==> src/rtl/assert_macros.svh <==
// assertion helpers shared by the rtl
`ifndef ASSERT_MACROS_SVH
`define ASSERT_MACROS_SVH

// property checked on every rising clock edge, off while reset is held
`define ASSERT_AT(lbl, prop, msg) \
  lbl: assert property (@(posedge clk_i) disable iff (!rst_ni) (prop)) else $error(msg);

// condition that must never be seen at a clock edge
`define ASSERT_NEVER(lbl, cond, msg) \
  `ASSERT_AT(lbl, !(cond), msg)

`endif

==> src/rtl/cshb_pkg.sv <==
package cshb_pkg;

  // channel count and delay indexing
  localparam int CHANNELS = 2;
  localparam int CH_IDX_W = (CHANNELS > 1) ? $clog2(CHANNELS) : 1;

  // data widths
  localparam int SAMPLE_W = 24;
  localparam int DELAY_W  = 32;
  localparam int NUM_W    = 21;
  localparam int DEN_W    = 24;
  localparam int NUM_FRAC = 17;
  localparam int DEN_FRAC = 22;
  localparam int COEF_W   = DEN_W;
  localparam int PROD_W   = DELAY_W + COEF_W;
  // three floored numerator products of up to 35 bits each, plus sign
  localparam int ACC_W    = 38;

  // coefficient registers
  localparam int NUM_REG_W  = 3 * NUM_W;
  localparam int DEN_REG_W  = 2 * DEN_W;
  localparam int CFG_IDX_W  = 3;
  localparam int CFG_DATA_W = 64;
  // b0 = 1.0, b1 = b2 = 0
  localparam logic [NUM_REG_W-1:0] NUM_RESET = NUM_REG_W'(1) << NUM_FRAC;
  localparam logic [DEN_REG_W-1:0] DEN_RESET = '0;

  typedef enum logic [CFG_IDX_W-1:0] {
    REG_LOW_NUM  = 3'd0,
    REG_LOW_DEN  = 3'd1,
    REG_HIGH_NUM = 3'd2,
    REG_HIGH_DEN = 3'd3
  } cfg_reg_e;

  // operand selects of the shared multiplier
  typedef enum logic [2:0] {
    COEF_A1 = 3'd0,
    COEF_A2 = 3'd1,
    COEF_B0 = 3'd2,
    COEF_B1 = 3'd3,
    COEF_B2 = 3'd4
  } coef_sel_e;

  typedef enum logic [1:0] {
    DATA_W1  = 2'd0,
    DATA_W2  = 2'd1,
    DATA_NEW = 2'd2
  } data_sel_e;

  // accumulator operations
  typedef enum logic [2:0] {
    ACC_HOLD     = 3'd0,
    ACC_LOAD_X   = 3'd1,
    ACC_SUB_DEN  = 3'd2,
    ACC_LOAD_NUM = 3'd3,
    ACC_ADD_NUM  = 3'd4
  } acc_op_e;

  // sequencer to datapath controls
  typedef struct packed {
    logic      mul_en;
    coef_sel_e coef_sel;
    data_sel_e data_sel;
    acc_op_e   acc_op;
    logic      w_load;
    logic      stage_hi;
    logic      stage_end;
  } cshb_ctrl_t;

  typedef struct packed {
    logic                       chan_in;
    logic signed [SAMPLE_W-1:0] sample_in;
  } cshb_in_t;

  typedef struct packed {
    logic                       chan_out;
    logic signed [SAMPLE_W-1:0] sample_out;
  } cshb_out_t;

endpackage

==> src/rtl/cascaded_shelf_biquad.sv <==
// Two shelving biquads in cascade (low shelf, then high shelf), direct form II,
// with two 32-bit delay words per stage for each channel. One item is taken at
// a time: a single 32x24 multiplier with a product register and one accumulator
// do the five products of each biquad in turn, so the result is offered once
// the high shelf finishes and the next item is accepted only after that. A
// result that is not taken holds the last step until the output register frees.
// Coefficients sit in four registers written over the config port while the
// block is idle, a rule the user must keep; the block does not enforce it. b0,
// b1, b2 are signed Q4.17 fields and a1, a2 signed Q2.22 fields, lowest first.
// Channels at or above the configured channel count pass through unchanged.
`include "assert_macros.svh"

module cascaded_shelf_biquad (
  input  logic                            clk_i,
  input  logic                            rst_ni,
  input  logic                            in_valid_i,
  output logic                            in_ready_o,
  input  cshb_pkg::cshb_in_t              in_data_i,
  output logic                            out_valid_o,
  input  logic                            out_ready_i,
  output cshb_pkg::cshb_out_t             out_data_o,
  input  logic                            cfg_valid_i,
  output logic                            cfg_ready_o,
  input  logic [cshb_pkg::CFG_IDX_W-1:0]  cfg_index_i,
  input  logic [cshb_pkg::CFG_DATA_W-1:0] cfg_data_i
);

  cshb_pkg::cshb_ctrl_t ctrl;

  logic [cshb_pkg::NUM_REG_W-1:0] low_num_q, high_num_q;
  logic [cshb_pkg::DEN_REG_W-1:0] low_den_q, high_den_q;

  logic signed [cshb_pkg::DELAY_W-1:0] low_d1_q  [cshb_pkg::CHANNELS];
  logic signed [cshb_pkg::DELAY_W-1:0] low_d2_q  [cshb_pkg::CHANNELS];
  logic signed [cshb_pkg::DELAY_W-1:0] high_d1_q [cshb_pkg::CHANNELS];
  logic signed [cshb_pkg::DELAY_W-1:0] high_d2_q [cshb_pkg::CHANNELS];

  logic                                 chan_q;
  logic                                 active_q;
  logic signed [cshb_pkg::SAMPLE_W-1:0] x_q;
  logic [cshb_pkg::CH_IDX_W-1:0]        idx;
  logic signed [cshb_pkg::DELAY_W-1:0]  w1, w2, w_new;
  logic signed [cshb_pkg::SAMPLE_W-1:0] y;
  logic [cshb_pkg::NUM_REG_W-1:0]       num;
  logic [cshb_pkg::DEN_REG_W-1:0]       den;
  logic                                 in_fire;
  logic                                 out_valid_q;
  cshb_pkg::cshb_out_t                  out_data_q;

  assign in_fire     = in_valid_i && in_ready_o;
  assign cfg_ready_o = 1'b1;

  // coefficient registers
  always_ff @(posedge clk_i or negedge rst_ni) begin
    if (!rst_ni) begin
      low_num_q  <= cshb_pkg::NUM_RESET;
      low_den_q  <= cshb_pkg::DEN_RESET;
      high_num_q <= cshb_pkg::NUM_RESET;
      high_den_q <= cshb_pkg::DEN_RESET;
    end else if (cfg_valid_i) begin
      unique case (cshb_pkg::cfg_reg_e'(cfg_index_i))
        cshb_pkg::REG_LOW_NUM:  low_num_q  <= cfg_data_i[cshb_pkg::NUM_REG_W-1:0];
        cshb_pkg::REG_LOW_DEN:  low_den_q  <= cfg_data_i[cshb_pkg::DEN_REG_W-1:0];
        cshb_pkg::REG_HIGH_NUM: high_num_q <= cfg_data_i[cshb_pkg::NUM_REG_W-1:0];
        cshb_pkg::REG_HIGH_DEN: high_den_q <= cfg_data_i[cshb_pkg::DEN_REG_W-1:0];
        default: ;
      endcase
    end
  end

  // item capture, stage input carried from the low shelf to the high shelf
  always_ff @(posedge clk_i) begin
    if (in_fire) begin
      chan_q   <= in_data_i.chan_in;
      active_q <= 32'(in_data_i.chan_in) < cshb_pkg::CHANNELS;
      x_q      <= in_data_i.sample_in;
    end else if (ctrl.stage_end && !ctrl.stage_hi && active_q) begin
      x_q <= y;
    end
  end

  // per-stage operands
  assign idx = cshb_pkg::CH_IDX_W'(chan_q);
  assign num = ctrl.stage_hi ? high_num_q : low_num_q;
  assign den = ctrl.stage_hi ? high_den_q : low_den_q;
  assign w1  = ctrl.stage_hi ? high_d1_q[idx] : low_d1_q[idx];
  assign w2  = ctrl.stage_hi ? high_d2_q[idx] : low_d2_q[idx];

  // delay line update at the end of each stage
  always_ff @(posedge clk_i or negedge rst_ni) begin
    if (!rst_ni) begin
      for (int c = 0; c < cshb_pkg::CHANNELS; c++) begin
        low_d1_q[c]  <= '0;
        low_d2_q[c]  <= '0;
        high_d1_q[c] <= '0;
        high_d2_q[c] <= '0;
      end
    end else if (ctrl.stage_end && active_q) begin
      if (ctrl.stage_hi) begin
        high_d2_q[idx] <= high_d1_q[idx];
        high_d1_q[idx] <= w_new;
      end else begin
        low_d2_q[idx] <= low_d1_q[idx];
        low_d1_q[idx] <= w_new;
      end
    end
  end

  cshb_seq u_seq (
    .clk_i       (clk_i),
    .rst_ni      (rst_ni),
    .in_valid_i  (in_valid_i),
    .out_stall_i (out_valid_q && !out_ready_i),
    .in_ready_o  (in_ready_o),
    .ctrl_o      (ctrl)
  );

  cshb_mac u_mac (
    .clk_i  (clk_i),
    .ctrl_i (ctrl),
    .num_i  (num),
    .den_i  (den),
    .w1_i   (w1),
    .w2_i   (w2),
    .x_i    (x_q),
    .w_o    (w_new),
    .y_o    (y)
  );

  // output register
  always_ff @(posedge clk_i or negedge rst_ni) begin
    if (!rst_ni) begin
      out_valid_q <= 1'b0;
    end else if (ctrl.stage_end && ctrl.stage_hi) begin
      out_valid_q <= 1'b1;
    end else if (out_ready_i) begin
      out_valid_q <= 1'b0;
    end
  end

  always_ff @(posedge clk_i) begin
    if (ctrl.stage_end && ctrl.stage_hi) begin
      out_data_q.chan_out   <= chan_q;
      out_data_q.sample_out <= active_q ? y : x_q;
    end
  end

  assign out_valid_o = out_valid_q;
  assign out_data_o  = out_data_q;

  `ASSERT_AT(a_x_quiet, !ctrl.stage_end && !in_fire |=> $stable(x_q), "stage input moved outside a stage end or accept")
  `ASSERT_AT(a_result_shown, ctrl.stage_end && ctrl.stage_hi |=> out_valid_q, "finished item not offered")
  `ASSERT_NEVER(a_no_overwrite, ctrl.stage_end && ctrl.stage_hi && out_valid_q && !out_ready_i, "result overwritten before taken")

endmodule

==> src/rtl/cshb_mac.sv <==
module cshb_mac (
  input  logic                                 clk_i,
  input  cshb_pkg::cshb_ctrl_t                 ctrl_i,
  input  logic [cshb_pkg::NUM_REG_W-1:0]       num_i,
  input  logic [cshb_pkg::DEN_REG_W-1:0]       den_i,
  input  logic signed [cshb_pkg::DELAY_W-1:0]  w1_i,
  input  logic signed [cshb_pkg::DELAY_W-1:0]  w2_i,
  input  logic signed [cshb_pkg::SAMPLE_W-1:0] x_i,
  output logic signed [cshb_pkg::DELAY_W-1:0]  w_o,
  output logic signed [cshb_pkg::SAMPLE_W-1:0] y_o
);

  logic signed [cshb_pkg::COEF_W-1:0]  coef;
  logic signed [cshb_pkg::DELAY_W-1:0] data;
  logic signed [cshb_pkg::PROD_W-1:0]  prod_d, prod_q;
  logic signed [cshb_pkg::PROD_W-1:0]  prod_den_sh, prod_num_sh;
  logic signed [cshb_pkg::ACC_W-1:0]   prod_den, prod_num;
  logic signed [cshb_pkg::ACC_W-1:0]   acc_d, acc_q;
  logic signed [cshb_pkg::DELAY_W-1:0] w_sat, w_q;
  logic [cshb_pkg::ACC_W-cshb_pkg::DELAY_W:0]  w_top;
  logic [cshb_pkg::ACC_W-cshb_pkg::SAMPLE_W:0] y_top;

  // coefficient select, numerator fields sign extended to the den width
  always_comb begin
    case (ctrl_i.coef_sel)
      cshb_pkg::COEF_A1: coef = $signed(den_i[cshb_pkg::DEN_W-1:0]);
      cshb_pkg::COEF_A2: coef = $signed(den_i[2*cshb_pkg::DEN_W-1:cshb_pkg::DEN_W]);
      cshb_pkg::COEF_B0: coef = $signed({{(cshb_pkg::COEF_W-cshb_pkg::NUM_W)
                                 {num_i[cshb_pkg::NUM_W-1]}}, num_i[cshb_pkg::NUM_W-1:0]});
      cshb_pkg::COEF_B1: coef = $signed({{(cshb_pkg::COEF_W-cshb_pkg::NUM_W)
                                 {num_i[2*cshb_pkg::NUM_W-1]}},
                                 num_i[2*cshb_pkg::NUM_W-1:cshb_pkg::NUM_W]});
      cshb_pkg::COEF_B2: coef = $signed({{(cshb_pkg::COEF_W-cshb_pkg::NUM_W)
                                 {num_i[3*cshb_pkg::NUM_W-1]}},
                                 num_i[3*cshb_pkg::NUM_W-1:2*cshb_pkg::NUM_W]});
      default:           coef = '0;
    endcase
  end

  // delay word select
  always_comb begin
    case (ctrl_i.data_sel)
      cshb_pkg::DATA_W1:  data = w1_i;
      cshb_pkg::DATA_W2:  data = w2_i;
      cshb_pkg::DATA_NEW: data = w_q;
      default:            data = '0;
    endcase
  end

  // shared multiplier, registered
  assign prod_d = coef * data;

  always_ff @(posedge clk_i) begin
    if (ctrl_i.mul_en) begin
      prod_q <= prod_d;
    end
  end

  // floored products, arithmetic shift rounds toward minus infinity
  assign prod_den_sh = prod_q >>> cshb_pkg::DEN_FRAC;
  assign prod_num_sh = prod_q >>> cshb_pkg::NUM_FRAC;
  assign prod_den    = $signed(prod_den_sh[cshb_pkg::ACC_W-1:0]);
  assign prod_num    = $signed(prod_num_sh[cshb_pkg::ACC_W-1:0]);

  // accumulator
  always_comb begin
    case (ctrl_i.acc_op)
      cshb_pkg::ACC_LOAD_X:   acc_d = cshb_pkg::ACC_W'(x_i);
      cshb_pkg::ACC_SUB_DEN:  acc_d = acc_q - prod_den;
      cshb_pkg::ACC_LOAD_NUM: acc_d = prod_num;
      cshb_pkg::ACC_ADD_NUM:  acc_d = acc_q + prod_num;
      default:                acc_d = acc_q;
    endcase
  end

  always_ff @(posedge clk_i) begin
    acc_q <= acc_d;
  end

  // saturate the new delay word to 32 bits
  assign w_top = acc_q[cshb_pkg::ACC_W-1:cshb_pkg::DELAY_W-1];
  always_comb begin
    if ((&w_top) || !(|w_top)) begin
      w_sat = acc_q[cshb_pkg::DELAY_W-1:0];
    end else if (acc_q[cshb_pkg::ACC_W-1]) begin
      w_sat = {1'b1, {(cshb_pkg::DELAY_W-1){1'b0}}};
    end else begin
      w_sat = {1'b0, {(cshb_pkg::DELAY_W-1){1'b1}}};
    end
  end

  always_ff @(posedge clk_i) begin
    if (ctrl_i.w_load) begin
      w_q <= w_sat;
    end
  end

  assign w_o = w_q;

  // saturate the stage output to 24 bits
  assign y_top = acc_q[cshb_pkg::ACC_W-1:cshb_pkg::SAMPLE_W-1];
  always_comb begin
    if ((&y_top) || !(|y_top)) begin
      y_o = acc_q[cshb_pkg::SAMPLE_W-1:0];
    end else if (acc_q[cshb_pkg::ACC_W-1]) begin
      y_o = {1'b1, {(cshb_pkg::SAMPLE_W-1){1'b0}}};
    end else begin
      y_o = {1'b0, {(cshb_pkg::SAMPLE_W-1){1'b1}}};
    end
  end

endmodule

==> src/rtl/cshb_seq.sv <==
`include "assert_macros.svh"

module cshb_seq (
  input  logic                 clk_i,
  input  logic                 rst_ni,
  input  logic                 in_valid_i,
  input  logic                 out_stall_i,
  output logic                 in_ready_o,
  output cshb_pkg::cshb_ctrl_t ctrl_o
);

  typedef enum logic [1:0] {
    ST_IDLE = 2'b01,
    ST_RUN  = 2'b10
  } state_e;

  // eight steps per biquad, the multiply of one step overlaps the add of the last
  typedef enum logic [2:0] {
    STEP_MUL_A1 = 3'd0,
    STEP_MUL_A2 = 3'd1,
    STEP_SUB_A2 = 3'd2,
    STEP_LOAD_W = 3'd3,
    STEP_MUL_B2 = 3'd4,
    STEP_MUL_B0 = 3'd5,
    STEP_ADD_B0 = 3'd6,
    STEP_DONE   = 3'd7
  } step_e;

  state_e state_d, state_q;
  step_e  step_d, step_q;
  logic   stage_d, stage_q;
  logic   finish;

  assign in_ready_o = (state_q == ST_IDLE);
  // last step of a stage completes, except in the high shelf while the output register is full and not taken
  assign finish = (state_q == ST_RUN) && (step_q == STEP_DONE) && !(stage_q && out_stall_i);

  // step decode
  always_comb begin
    ctrl_o           = '0;
    ctrl_o.coef_sel  = cshb_pkg::COEF_A1;
    ctrl_o.data_sel  = cshb_pkg::DATA_W1;
    ctrl_o.acc_op    = cshb_pkg::ACC_HOLD;
    ctrl_o.stage_hi  = stage_q;
    ctrl_o.stage_end = finish;
    if (state_q == ST_RUN) begin
      unique case (step_q)
        STEP_MUL_A1: begin
          ctrl_o.mul_en   = 1'b1;
          ctrl_o.coef_sel = cshb_pkg::COEF_A1;
          ctrl_o.data_sel = cshb_pkg::DATA_W1;
          ctrl_o.acc_op   = cshb_pkg::ACC_LOAD_X;
        end
        STEP_MUL_A2: begin
          ctrl_o.mul_en   = 1'b1;
          ctrl_o.coef_sel = cshb_pkg::COEF_A2;
          ctrl_o.data_sel = cshb_pkg::DATA_W2;
          ctrl_o.acc_op   = cshb_pkg::ACC_SUB_DEN;
        end
        STEP_SUB_A2: begin
          ctrl_o.acc_op = cshb_pkg::ACC_SUB_DEN;
        end
        STEP_LOAD_W: begin
          ctrl_o.mul_en   = 1'b1;
          ctrl_o.coef_sel = cshb_pkg::COEF_B1;
          ctrl_o.data_sel = cshb_pkg::DATA_W1;
          ctrl_o.w_load   = 1'b1;
        end
        STEP_MUL_B2: begin
          ctrl_o.mul_en   = 1'b1;
          ctrl_o.coef_sel = cshb_pkg::COEF_B2;
          ctrl_o.data_sel = cshb_pkg::DATA_W2;
          ctrl_o.acc_op   = cshb_pkg::ACC_LOAD_NUM;
        end
        STEP_MUL_B0: begin
          ctrl_o.mul_en   = 1'b1;
          ctrl_o.coef_sel = cshb_pkg::COEF_B0;
          ctrl_o.data_sel = cshb_pkg::DATA_NEW;
          ctrl_o.acc_op   = cshb_pkg::ACC_ADD_NUM;
        end
        STEP_ADD_B0: begin
          ctrl_o.acc_op = cshb_pkg::ACC_ADD_NUM;
        end
        default: begin
          ctrl_o.acc_op = cshb_pkg::ACC_HOLD;
        end
      endcase
    end
  end

  // sequencer
  always_comb begin
    state_d = state_q;
    step_d  = step_q;
    stage_d = stage_q;
    unique case (state_q)
      ST_IDLE: begin
        if (in_valid_i) begin
          state_d = ST_RUN;
          step_d  = STEP_MUL_A1;
          stage_d = 1'b0;
        end
      end
      ST_RUN: begin
        if (step_q != STEP_DONE) begin
          step_d = step_e'(step_q + 3'd1);
        end else if (!stage_q) begin
          step_d  = STEP_MUL_A1;
          stage_d = 1'b1;
        end else if (finish) begin
          state_d = ST_IDLE;
          step_d  = STEP_MUL_A1;
          stage_d = 1'b0;
        end
      end
      default: begin
        state_d = ST_IDLE;
        step_d  = STEP_MUL_A1;
        stage_d = 1'b0;
      end
    endcase
  end

  always_ff @(posedge clk_i or negedge rst_ni) begin
    if (!rst_ni) begin
      state_q <= ST_IDLE;
      step_q  <= STEP_MUL_A1;
      stage_q <= 1'b0;
    end else begin
      state_q <= state_d;
      step_q  <= step_d;
      stage_q <= stage_d;
    end
  end

  `ASSERT_AT(a_idle_clean, state_q == ST_IDLE |-> step_q == STEP_MUL_A1 && !stage_q, "idle with step or stage not cleared")
  `ASSERT_AT(a_hold_on_stall, state_q == ST_RUN && step_q == STEP_DONE && stage_q && out_stall_i |=> state_q == ST_RUN && step_q == STEP_DONE && stage_q, "final step left while output register full")
  `ASSERT_AT(a_start_run, in_valid_i && in_ready_o |=> state_q == ST_RUN && step_q == STEP_MUL_A1 && !stage_q, "accepted item did not start the low shelf")

endmodule
==> config.mk <==
export PLATFORM = sky130hd
export DESIGN_NAME = cascaded_shelf_biquad
export DESIGN_NICKNAME = d
export VERILOG_FILES = /design/src/rtl/cshb_pkg.sv /design/src/rtl/cascaded_shelf_biquad.sv /design/src/rtl/cshb_mac.sv /design/src/rtl/cshb_seq.sv
export VERILOG_INCLUDE_DIRS = /design/src /design/src/rtl
export SDC_FILE = /design/constraint.sdc
export NUM_CORES = 2
export LEC_CHECK = 0
export ABC_AREA = 1
export BUFFER_PORTS_ARGS = -buffer_cell sky130_fd_sc_hd__buf_2
export CAP_MARGIN = 20
export CELL_PAD_IN_SITES_DETAIL_PLACEMENT = 1
export CELL_PAD_IN_SITES_GLOBAL_PLACEMENT = 2
export CORE_ASPECT_RATIO = 1.4
export CORE_MARGIN = 3
export CORE_UTILIZATION = 40
export DETAILED_ROUTE_END_ITERATION = 12
export PLACE_DENSITY_LB_ADDON = 0.1
export SLEW_MARGIN = 10
export SYNTH_ARGS = -nofsm -noshare
export SYNTH_HDL_FRONTEND = slang
export SYNTH_SLANG_ARGS = --single-unit
==> constraint.sdc <==
create_clock -name clk_i -period 9 [get_ports clk_i]
set_input_delay 1.35 -clock clk_i [delete_from_list [all_inputs] [get_ports clk_i]]
set_output_delay 1.35 -clock clk_i [all_outputs]
set_load 0.005 [all_outputs]
==> reports/qor.txt <==
First-pass GRT wire length: 320000 µm
Die Ht: 461 µm
CTS Buf Count: 74
Setup-failing EPs final: 0
IO buf count: 122
Top cell family by delay on the critical path: adder cells
Hold bufs inserted after CTS: 0
Fill cells: 17628
Multi-input gate area: 0.0356 mm²
I/O Pins: 125
Placeable Area: 0.147 mm²
Final ANT Viol Nets: 0
Total GRT Usage: 27.3%
Final hold vios: 0
MaxCap Viol Count: 0
Clk root buf: clkbuf_16
DP Worst Slack: -36.0 ps
DP Wirelength: 160000 µm
Outcome: complete, no violations
DRC: 0
Dpl cell area: 0.0634 mm²
Reg clk slew, reported paths: 60 ps
Area leader, netlist: fa_1
Post-synth EDFFs: 159
Synth warn: 0
Min Hold Slack: 470 ps
Syn nets: 8336
Post-Syn Instances: 7266
Worst Hold Class: flop to flop
Share of the synthesized area in the top cell type: 26.5%
Starting density of the core: 40.4%
Required time of the critical path: 9420 ps
DIE WIDTH: 331 µm
Register area: 0.0169 mm²
Period utilisation layout: 96.3%
Synth top area cells: fa_1 (26%), dfrtp_1 (20%), nand2_1 (12%), inv_1 (9.4%), edfxtp_1 (8.1%)
Largest stage delay on the critical path: 660 ps
Critical path's slowest cell: dfrtp_4
Total wire length: 206000 µm
Worst setup EP type: flop
Drt pass-1 iters: 5
Share of layout cells above drive strength 1: 8.32%
Most frequent cells in the layout: nand2_1 (1877), inv_1 (1478), fa_1 (780), o21ai_0 (728), dfrtp_1 (481)
Synth unique cells: 61
Worst Path Max Fanout: 39
Routed wire length per instance: 22.0 µm
Clk_lat worst skew: 700 ps
Final net count: 8428
Die footprint: 0.153 mm²
Vias in the first global route: 53227
Most common cell after layout, fill and taps aside: nand2_1
Crit path launch type: flop
Vias per cell: 5.16
Main synth FF type: dfrtp_1
GRT overflow: 0
DR vias: 48256
Yosys reg bits: 644
End-of-flow core utilization: 45.1%
Final min period: 8670 ps
Avg Cell Area, Syn: 8.16 µm²
Max-slew headroom: 29.0%
Worst path bufs/invs: 12
Max Clock Skew: 66.1 ps
Worst path arrival time: 9090 ps
Worst Tran Pin Value: 1060 ps
Register area share after synthesis: 28.5%
CTS sink count: 644
Area added between synthesis and finish: 11.6%
Largest net degree at the start of global routing: 170
Setup slack after layout: 334 ps
Final GP Congestion: 0.914
RSZ-0062 raised after global routing: false
Crit Path Category: flop to flop
Site Rows: 166
H-tree lvl count: 3
CTS tree: built
Max clock buf depth: 3
Cell Area, Synth: 0.0593 mm²
Initial antenna violation count: 2
Ys async rst share: 75.3%
Fmax achieved: 115 MHz
Initial DRC count: 2571
Design Area, Final: 0.0662 mm²
Max Slew Vio Count: 0
worst register-to-register path: cells and delay by family, from the launching register on:
kind	cells	cell delay [ps]
fa+ha+maj	8	3880
buf+inv	12	2050
compound gates	6	900
simple gates	5	750
flops	1	660
xor+xnor	1	160
cell families after synthesis:
logic type	after synthesis	synth area share, %
adders and majority gates	973	30.5
buffers and inverters	1856	12.0
xor gates and xnor gates	76	1.12
DFF	644	28.5
other	1	0.00633
AOI/OAI and AO/OA	1231	11.2
and+or+nand+nor	2461	16.3
muxes	24	0.433
layer usage:
layer / part of all wire (%) / track usage (%)
met1: 41 / 33.0
met2: 53 / 50.6
met3: 3.0 / 2.77
met4: 3.7 / 8.76
met5: 0 / 0
repair_timing:
| action | in CTS | in global routing |
|---|---|---|
| gates cloned | 0 | 1 |
| setup buffers | 3 | 7 |
| pin swaps | 0 | 3 |
| endpoints found under the setup margin | 10 | 33 |
| gates resized for setup | 4 | 56 |
registers in the layout, summed over array words and instances, names as in the netlist, 48 cells and up:
name        flops
high_d1_q      64
low_d1_q       64
high_num_q     63
low_d2_q       64
high_den_q     48
low_den_q      48
low_num_q      63
high_d2_q      64
per-stage QoR:
stage	setup TNS (ps)	instances
3_3_place_gp	0	9197
2_1_floorplan	0	7266
3_5_place_dp	-62.4	9201
5_1_grt	0	9347
6_report	0	9348
4_1_cts	0	9336
final cells by class:
class | instances | area share, %
diodes | 2 | 0.00756
flip-flops and latches | 644 | 25.6
clock buffers | 108 | 3.22
clock inverters | 24 | 0.495
inverters | 1506 | 8.58
well taps | 1932 | 3.65
repair buffers | 366 | 4.74
multi-input cells | 4766 | 53.7
cell usage after synthesis (3+ instances only):
library cell  instances
dfrtp_1             482
nand4_1              15
nand3_1              92
or2_2                12
nor2_4                3
xnor2_1              21
o211ai_1             40
o21ai_0             730
a211oi_1              5
nor2_2                3
a21oi_1             313
nor3_1               30
mux2i_1              11
inv_2                14
a221oi_1              8
nand2_2               9
o21bai_1              3
buf_2                96
a2111o_1              8
fa_1                784
mux2_2               13
nand3_2               3
nand2_1            1885
buf_1                17
ha_1                189
a21o_1               11
o31ai_1               5
xor2_1               55
inv_1              1491
clkbuf_1            235
nor2_1              379
a21boi_0              5
a311oi_1              3
nor4_1               17
and3_1                3
o21ai_1               4
o21a_1               23
o22ai_1              12
o221ai_1             13
a31oi_1              39
edfxtp_1            159
dfstp_2               3
final timing paths:
| check | slack (ps) | cells past startpoint | from | end |
|---|---|---|---|---|
| worst min-delay path | 470 | 2 | low_d2_q[39]$_DFFE_PN0P_ | low_d2_q[39]$_DFFE_PN0P_ |
| worst min register to register | 470 | 2 | low_d2_q[39]$_DFFE_PN0P_ | low_d2_q[39]$_DFFE_PN0P_ |
| max in group asynchronous | 6210 | 3 | rst_ni | high_d2_q[30]$_DFFE_PN0P_ |
| worst max register to register | 330 | 32 | u_seq.stage_q$_DFFE_PN0P_ | u_mac.prod_q[53]$_DFFE_PP_ |
| worst max-delay path | 330 | 32 | u_seq.stage_q$_DFFE_PN0P_ | u_mac.prod_q[53]$_DFFE_PP_ |
| min in group asynchronous | 630 | 1 | rst_ni | low_d2_q[3]$_DFFE_PN0P_ |
Power is left out: the tool's default activity adds up to more than one toggle a clock period on the data nets, which glitch-free logic cannot reach.
